`config.mk`:
```
export PLATFORM = sky130hd
export DESIGN_NAME = ascii_hex_frame_parser
export DESIGN_NICKNAME = d
export VERILOG_FILES = /design/src/hdl/ahfp_pkg.sv /design/src/hdl/ahfp_apb_regs.sv /design/src/hdl/ahfp_frame_core.sv /design/src/hdl/ascii_hex_frame_parser.sv
export SDC_FILE = /design/constraint.sdc
export NUM_CORES = 1
export LEC_CHECK = 0
export ABC_AREA = 1
export BUFFER_PORTS_ARGS = -buffer_cell sky130_fd_sc_hd__buf_2
export CORE_ASPECT_RATIO = 1.25
export CORE_UTILIZATION = 62
export CTS_BUF_LIST = sky130_fd_sc_hd__clkbuf_2
export CTS_CLUSTER_SIZE = 20
export DETAILED_ROUTE_END_ITERATION = 8
export PLACE_DENSITY = 0.83
export SLEW_MARGIN = 0
export SYNTH_ARGS = -nofsm -noshare
export SYNTH_HDL_FRONTEND = slang
export SYNTH_HIERARCHICAL = 1
export SYNTH_SLANG_ARGS = --single-unit
```
`constraint.sdc`:
```
create_clock -name i_clk -period 4.8 [get_ports i_clk]
set_input_delay 0.24 -clock i_clk [delete_from_list [all_inputs] [get_ports i_clk]]
set_output_delay 0.24 -clock i_clk [all_outputs]
set_load 0.01 [all_outputs]
```
`src/hdl/ahfp_pkg.sv`:
```
// Shared types, constants and the hex digit decode for the ASCII-hex frame parser.
package ahfp_pkg;

    localparam int STORE_DEPTH = 16;
    localparam int SUM_SPAN    = 14;
    localparam int CHK_HI_POS  = 14;
    localparam int CHK_LO_POS  = 15;
    localparam int IDX_W       = $clog2(STORE_DEPTH);

    localparam logic [7:0] START_BYTE_RST = 8'h5B;
    localparam logic [7:0] END_BYTE_RST   = 8'h5D;
    localparam logic [7:0] ASCII_ZERO     = 8'h30;
    localparam logic [7:0] ALPHA_GAP      = 8'd7;
    localparam logic [7:0] COUNT_MAX      = 8'hFF;

    // register indexes (paddr[2])
    localparam logic REG_START_BYTE = 1'b0;
    localparam logic REG_END_BYTE   = 1'b1;

    localparam logic STATUS_OK      = 1'b0;
    localparam logic STATUS_CHK_ERR = 1'b1;

    typedef struct packed {
        logic [7:0] start_byte;
        logic [7:0] end_byte;
    } t_cfg;

    typedef struct packed {
        logic        frame_status;
        logic [7:0]  frame_length;
        logic [15:0] command_word;
        logic [7:0]  data_byte_0;
        logic [7:0]  data_byte_1;
        logic [7:0]  data_byte_2;
        logic [7:0]  data_byte_3;
    } t_result;

    typedef logic [7:0] t_store [STORE_DEPTH];

    // subtract '0', then close the gap up to 'A' when above nine
    function automatic logic [7:0] hex_digit(input logic [7:0] c);
        logic [7:0] r;
        r = c - ASCII_ZERO;
        if (r > 8'd9) begin
            r = r - ALPHA_GAP;
        end
        return r;
    endfunction

endpackage

```
`src/hdl/ahfp_apb_regs.sv`:
```
// APB register file holding the start and end delimiter bytes.
module ahfp_apb_regs (
    input  logic            i_clk,
    input  logic            i_rst_n,
    input  logic            psel,
    input  logic            penable,
    input  logic            pwrite,
    input  logic [2:0]      paddr,
    input  logic [31:0]     pwdata,
    output logic [31:0]     prdata,
    output logic            pready,
    output ahfp_pkg::t_cfg  o_cfg
);

    logic [7:0] r_start_byte;
    logic [7:0] r_end_byte;
    logic       w_wr;

    assign pready = 1'b1;
    assign w_wr   = psel && penable && pwrite && pready;

    always_ff @(posedge i_clk) begin
        if (!i_rst_n) begin
            r_start_byte <= ahfp_pkg::START_BYTE_RST;
            r_end_byte   <= ahfp_pkg::END_BYTE_RST;
        end else if (w_wr) begin
            if (paddr[2] == ahfp_pkg::REG_START_BYTE) begin
                r_start_byte <= pwdata[7:0];
            end else begin
                r_end_byte <= pwdata[7:0];
            end
        end
    end

    always_comb begin
        if (paddr[2] == ahfp_pkg::REG_START_BYTE) begin
            prdata = {24'h0, r_start_byte};
        end else begin
            prdata = {24'h0, r_end_byte};
        end
    end

    // low address bits are unused; decode ignores them
    logic [1:0] w_unused_addr;
    assign w_unused_addr = paddr[1:0];

    assign o_cfg.start_byte = r_start_byte;
    assign o_cfg.end_byte   = r_end_byte;

endmodule

```
`src/hdl/ahfp_frame_core.sv`:
```
// Frame state, payload store, checksum check and result build for one beat.
module ahfp_frame_core (
    input  logic              i_clk,
    input  logic              i_rst_n,
    input  ahfp_pkg::t_cfg    i_cfg,
    input  logic              i_beat,
    input  logic [7:0]        i_rx_byte,
    output logic              o_res_fire,
    output ahfp_pkg::t_result o_result
);

    logic                r_in_frame;
    logic [7:0]          r_byte_count;
    logic [7:0]          r_running_sum;
    ahfp_pkg::t_store    r_store;

    logic                n_in_frame;
    logic [7:0]          n_byte_count;
    logic [7:0]          n_running_sum;
    ahfp_pkg::t_store    n_store;

    ahfp_pkg::t_store    w_dec;
    logic [7:0]          w_rx_chk;
    logic                w_match;
    logic [7:0]          w_count_inc;
    logic                w_is_end;

    always_comb begin
        for (int i = 0; i < ahfp_pkg::STORE_DEPTH; i++) begin
            w_dec[i] = ahfp_pkg::hex_digit(r_store[i]);
        end
    end

    assign w_rx_chk    = {w_dec[ahfp_pkg::CHK_HI_POS][3:0], 4'h0} | w_dec[ahfp_pkg::CHK_LO_POS];
    assign w_match     = (w_rx_chk == r_running_sum);
    assign w_count_inc = (r_byte_count == ahfp_pkg::COUNT_MAX) ? r_byte_count
                                                               : r_byte_count + 8'd1;
    assign w_is_end    = (i_rx_byte == i_cfg.end_byte);
    assign o_res_fire  = i_beat && r_in_frame && w_is_end;

    // next state
    always_comb begin
        n_in_frame    = r_in_frame;
        n_byte_count  = r_byte_count;
        n_running_sum = r_running_sum;
        n_store       = r_store;
        if (i_beat) begin
            if (!r_in_frame) begin
                if (i_rx_byte == i_cfg.start_byte) begin
                    n_in_frame    = 1'b1;
                    n_byte_count  = 8'd0;
                    n_running_sum = 8'd0;
                end
            end else if (w_is_end) begin
                n_in_frame    = 1'b0;
                n_byte_count  = 8'd0;
                n_running_sum = 8'd0;
                if (w_match) begin
                    n_store = w_dec;
                end
            end else begin
                n_byte_count = w_count_inc;
                if (r_byte_count < 8'(ahfp_pkg::STORE_DEPTH)) begin
                    n_store[r_byte_count[ahfp_pkg::IDX_W-1:0]] = i_rx_byte;
                end
                if (r_byte_count < 8'(ahfp_pkg::SUM_SPAN)) begin
                    n_running_sum = r_running_sum + i_rx_byte;
                end
            end
        end
    end

    // result fields
    always_comb begin
        o_result              = '0;
        o_result.frame_length = w_count_inc;
        if (w_match) begin
            o_result.frame_status = ahfp_pkg::STATUS_OK;
            o_result.command_word = {w_dec[0][3:0], 12'h000} | {w_dec[1], 8'h00}
                                  | {4'h0, w_dec[2], 4'h0} | {8'h00, w_dec[3]};
            o_result.data_byte_0  = {w_dec[6][3:0], 4'h0} | w_dec[7];
            o_result.data_byte_1  = {w_dec[8][3:0], 4'h0} | w_dec[9];
            o_result.data_byte_2  = {w_dec[10][3:0], 4'h0} | w_dec[11];
            o_result.data_byte_3  = {w_dec[12][3:0], 4'h0} | w_dec[13];
        end else begin
            o_result.frame_status = ahfp_pkg::STATUS_CHK_ERR;
        end
    end

    always_ff @(posedge i_clk) begin
        if (!i_rst_n) begin
            r_in_frame    <= 1'b0;
            r_byte_count  <= 8'd0;
            r_running_sum <= 8'd0;
            for (int i = 0; i < ahfp_pkg::STORE_DEPTH; i++) begin
                r_store[i] <= 8'd0;
            end
        end else begin
            r_in_frame    <= n_in_frame;
            r_byte_count  <= n_byte_count;
            r_running_sum <= n_running_sum;
            r_store       <= n_store;
        end
    end

    a_idle_clear: assert property (@(posedge i_clk) disable iff (!i_rst_n)
        !r_in_frame |-> (r_byte_count == 8'd0 && r_running_sum == 8'd0))
        else $error("count or sum nonzero outside a frame");

    a_close: assert property (@(posedge i_clk) disable iff (!i_rst_n)
        o_res_fire |=> !r_in_frame)
        else $error("frame still open after end byte");

    a_count_sat: assert property (@(posedge i_clk) disable iff (!i_rst_n)
        (r_in_frame && $past(r_in_frame) && $past(r_byte_count) == ahfp_pkg::COUNT_MAX)
        |-> r_byte_count == ahfp_pkg::COUNT_MAX)
        else $error("byte count wrapped");

endmodule

```
`src/hdl/ascii_hex_frame_parser.sv`:
```
// Top level of the ASCII-hex serial frame parser with 8-bit sum checksum.
// Usage:
//   Feed received bytes on the rx channel (i_rx_valid / o_rx_ready / i_rx_byte),
//   one beat per byte. Outside a frame only the start byte matters; it opens
//   a frame. Inside a frame every byte but the end byte is payload. Each end
//   byte inside a frame yields one beat on the result channel
//   (o_res_valid / i_res_ready) with status, length, command word and four
//   data bytes; status 1 means checksum mismatch and the data fields are zero.
//   Start and end delimiters are APB registers at 0x0 and 0x4; write them
//   only while the parser is idle.
// Throughput and timing:
//   One byte per cycle when not stalled; an end byte's result sits in the output
//   register in the cycle after the byte is taken. Hex decode of the store, checksum
//   compare and store update all fit between the state and output registers.
// Reset:
//   Synchronous, active low. Leaves the parser outside a frame, clears the
//   store, restores delimiters 0x5B and 0x5D, and empties the output register.
// Stall:
//   A held result blocks further bytes only while i_res_ready is low; when the
//   result is taken, a new byte is accepted in the same cycle.
module ascii_hex_frame_parser (
    input  logic        i_clk,
    input  logic        i_rst_n,
    // APB configuration port
    input  logic        psel,
    input  logic        penable,
    input  logic        pwrite,
    input  logic [2:0]  paddr,
    input  logic [31:0] pwdata,
    output logic [31:0] prdata,
    output logic        pready,
    // received byte channel
    input  logic        i_rx_valid,
    output logic        o_rx_ready,
    input  logic [7:0]  i_rx_byte,
    // result channel
    output logic        o_res_valid,
    input  logic        i_res_ready,
    output logic        o_frame_status,
    output logic [7:0]  o_frame_length,
    output logic [15:0] o_command_word,
    output logic [7:0]  o_data_byte_0,
    output logic [7:0]  o_data_byte_1,
    output logic [7:0]  o_data_byte_2,
    output logic [7:0]  o_data_byte_3
);

    ahfp_pkg::t_cfg    w_cfg;
    ahfp_pkg::t_result w_result;
    logic              w_res_fire;
    logic              w_rx_beat;

    logic              r_res_valid;
    logic              n_res_valid;
    ahfp_pkg::t_result r_result;

    ahfp_apb_regs u_regs (
        .i_clk   (i_clk),
        .i_rst_n (i_rst_n),
        .psel    (psel),
        .penable (penable),
        .pwrite  (pwrite),
        .paddr   (paddr),
        .pwdata  (pwdata),
        .prdata  (prdata),
        .pready  (pready),
        .o_cfg   (w_cfg)
    );

    // Take a byte whenever the output register is empty or being drained.
    assign o_rx_ready = !r_res_valid || i_res_ready;
    assign w_rx_beat  = i_rx_valid && o_rx_ready;

    ahfp_frame_core u_core (
        .i_clk      (i_clk),
        .i_rst_n    (i_rst_n),
        .i_cfg      (w_cfg),
        .i_beat     (w_rx_beat),
        .i_rx_byte  (i_rx_byte),
        .o_res_fire (w_res_fire),
        .o_result   (w_result)
    );

    // Load on a frame close; drop the valid flag once the beat is taken.
    always_comb begin
        n_res_valid = r_res_valid;
        if (w_res_fire) begin
            n_res_valid = 1'b1;
        end else if (r_res_valid && i_res_ready) begin
            n_res_valid = 1'b0;
        end
    end

    always_ff @(posedge i_clk) begin
        if (!i_rst_n) begin
            r_res_valid <= 1'b0;
        end else begin
            r_res_valid <= n_res_valid;
        end
    end

    // Payload holds while the receiver stalls; it only loads on a close.
    always_ff @(posedge i_clk) begin
        if (w_res_fire) begin
            r_result <= w_result;
        end
    end

    assign o_res_valid    = r_res_valid;
    assign o_frame_status = r_result.frame_status;
    assign o_frame_length = r_result.frame_length;
    assign o_command_word = r_result.command_word;
    assign o_data_byte_0  = r_result.data_byte_0;
    assign o_data_byte_1  = r_result.data_byte_1;
    assign o_data_byte_2  = r_result.data_byte_2;
    assign o_data_byte_3  = r_result.data_byte_3;

    a_no_overwrite: assert property (@(posedge i_clk) disable iff (!i_rst_n)
        w_res_fire |-> (!r_res_valid || i_res_ready))
        else $error("result overwritten before it was taken");

    a_fire_sets_valid: assert property (@(posedge i_clk) disable iff (!i_rst_n)
        w_res_fire |=> o_res_valid)
        else $error("frame close did not raise result valid");

    a_reset_empty: assert property (@(posedge i_clk)
        !i_rst_n |=> !o_res_valid)
        else $error("result valid after reset");

endmodule

```
==> results.toml <==
[status]
status = "finished, final reports clean"

[worst_setup_path]
critPathKind = "reg -> reg"
crit_required_ns = 5.42
endpoint_kind = "flop"
slowest_delay_ns = 0.72
worstReg2RegStart = "u_core/r_store[4]"
worstPathArrival_ns = 4.19
crit_buf_inv = 3
crit_family = "simple AND/OR/NAND/NOR gates"
crit_chain = "ha_1 > nand2_1 > inv_1 > nand3_1 > nand2_2 > nand3_4 > nand2_1 > nand2_1 > nand2_1 > nand2_1 > inv_1 > nand3_1 > nor3_1 > nand4_1 > buf_12 > a21oi_1"
worst_setup_path_start_kind = "flop"
cp_common_cell = "nand2_1"
crit_start = "u_core/r_store[4]"
r2r_slack_ns = 1.23
worstRegToRegCells = 16
cp_max_fo = 35
slowest_stage = "nand4_1"
worst_r2r_endpoint = "o_command_word[14]"
endpoint = "o_command_word[14]"
cp.depth = 16

[timing]
tightest_slew_ns = 1.079
fmaxAchievable_mhz = 279.8
hold_viol = 0
tns_ns = 0
final_max_slew_viol_count = 0
skew_ns = 0.04549
setup_ws_ns = 1.226
fin_crit_ns = 3.574
setup_violations = 0
relSlewSlack_pct = 28.00
fin_crit_sh_pct = 74.46
rsz0062_at_grt = "no"

[drt]
drc = 0
vias = 15147
routedWlPerCell_um = 14.81
routed_wl_um = 39840
viasPerCell = 5.633
drtIter0Drc = 1549
postRouteAntennaNets = 0
drtPass1Iterations = 8

[clock_network]
cts_num_sinks = 203
clk_pin_slew_ns = 0.11
cts_tree = "yes"
h-tree-depth = 2
clockBufferDepth = 3
cts_made_buffers = 51
clk_latency_ns = 0.84
root_buffer = "clkbuf_2"
post_cts_buffers = 0

[logic_synthesis]
syn_avg_cell_area_um2 = 6.619
ys_warn_count = 6
ys_seq_elements = 203
netlist_area_um2 = 14860
seq_area_frac_synth_pct = 31.19
synthCells = 2245
netlist-cell-type-count = 50
yosys_most_used_dff = "dfxtp_1"
ys_async_sr_fraction_pct = 0
synth-edff-count = 57

[floorplanning]
die_y_um = 175.1
fp.dieW_um = 140.5
ioPinCount = 142
die-area_um2 = 24600
core_area_um2 = 23650
rows = 63
start_util_pct = 62.84

[finish]
drive_above_1_share_pct = 9.812
final_util_pct = 67.97
area_growth_pct = 8.167
layout_common_cells = "nand2_1, inv_1, nor2_1, dfxtp_1, nand4_1"
nets = 2474
layout_commonest_cell = "nand2_1"

[global_routing]
track_usage_pct = 32.38
grt_use_met2_pct = 56.04
globalRouteOverflowTotal = 0
grtUsageMet3_pct = 5.262
top_usage_layer = "met2"
grt_pass1_vias = 14213
use_met1_pct = 38.26
antenna_found_initial = 1
grt_pass1_wl_um = 65690
grt_max_degree = 91

[run]
cap_violations = 0

[place]
gp_congestion = 0.9010
place_hpwl_um = 25590
post-place-ws_ns = 1.430
numPortBuffers = 90

[min_path]
min-delay-start = "i_rst_n"
hold_class = "in -> reg"

[pwr]
power.density_nw_per_um2 = 195.7
vdd_drop_max_v = 0.0001569
p_leak_nw = 7.542
## tightest hold or removal path, cell delays in order
cell and delay [ns]:
buf_4 0.35, nand2_1 0.18, nor2_1 0.03
## report_power, final
group	total [W]	switching [W]	internal (W)	leakage, nW
Sequential	0.00176	0.00000583	0.00175	1.62
Combinational	0.000190	0.000131	0.0000595	5.55
Clock	0.00120	0.000734	0.000462	0.370
Total	0.00315	0.000870	0.00228	7.54
## registers in the layout, summed over array words and instances, names as in the netlist, 8 cells and up
| signal | count |
|---|---|
| o_command_word | 16 |
| o_data_byte_3 | 8 |
| o_data_byte_0 | 8 |
| u_core/r_byte_count | 8 |
| o_frame_length | 8 |
| u_core/r_store | 112 |
| u_regs/r_end_byte | 8 |
| u_core/r_running_sum | 8 |
| o_data_byte_1 | 8 |
| u_regs/r_start_byte | 8 |
| o_data_byte_2 | 8 |
## worst min path at each step
stage,to,depth (start not counted)
2_1_floorplan,o_res_valid,2
3_3_place_gp,u_core/r_byte_count[4],2
3_5_place_dp,u_regs/r_start_byte[4],2
4_1_cts,u_core/r_store[48],3
5_1_grt,u_regs/r_end_byte[5],3
6_report,u_regs/r_end_byte[5],3
## kinds of logic after synthesis
| logic type | Yosys count | share of synthesized area [%] |
|---|---|---|
| AO/OA/AOI/OAI | 261 | 9.809 |
| XOR/XNOR | 93 | 5.532 |
| flip-flops | 203 | 31.19 |
| buffers and inverters | 492 | 13.97 |
| adder cells (fa/ha/maj) | 70 | 5.944 |
| other | 2 | 0.05054 |
| AND/OR/NAND/NOR | 1124 | 33.51 |
## metrics by stage
stage                     hold WS (ns)  area [um2]  cells  power [W]
after floorplan                 0.3615       14950   2268   0.001923
after global routing           0.03414       16070   2689   0.003269
after detailed placement        0.4719       15310   2563   0.001964
after global placement          0.4679       15310   2563   0.001961
final                          0.02623       16070   2689   0.003146
after CTS                     0.003018       16070   2687   0.003163
## final cells by class
cell class / count / area, um2
Antenna cell: 2 / 5.005
Clock buffer: 86 / 430.4
Clock inverter: 8 / 30.03
Fill cell: 2054 / 7574
Inverter: 386 / 1449
Multi-Input combinational cell: 1573 / 8252
Sequential cell: 203 / 4634
Tap cell: 292 / 365.4
Timing Repair Buffer: 139 / 908.4
## what timing repair did
action	CTS	global route
hold buffers	30	0
gates resized for setup	0	0
hold endpoints to repair	24	0
## layer usage
layer / vias to the layer above / wire, um
met5: - / 0
met4: 0 / 1874
met3: 148 / 3207
met2: 699 / 19200
met1: 6902 / 15550
li1: 7398 / -
## synthesized netlist by cell type (4+ instances only)
cell / count / share of area [%]
nand2_2: 5 / 0.21
nor3_1: 26 / 0.88
nand2_1: 513 / 13
inv_2: 7 / 0.18
nor2_1: 286 / 7.2
nand3_4: 8 / 0.94
xnor2_1: 12 / 0.71
ha_1: 69 / 5.8
buf_2: 20 / 0.67
a32oi_1: 14 / 0.83
dfxtp_1: 146 / 20
clkbuf_1: 34 / 0.86
a21oi_1: 82 / 2.8
edfxtp_1: 57 / 12
o21ai_0: 119 / 4.0
xor2_1: 80 / 4.7
nand3b_1: 8 / 0.40
buf_4: 26 / 1.3
o22ai_1: 7 / 0.29
buf_6: 12 / 0.91
a22oi_1: 20 / 1.0
inv_1: 378 / 9.5
buf_1: 13 / 0.33
o21ai_1: 4 / 0.13
nor2_4: 4 / 0.30
nand4_1: 131 / 5.5
nand3_1: 130 / 4.4
(Power assumes the default switching activity.)
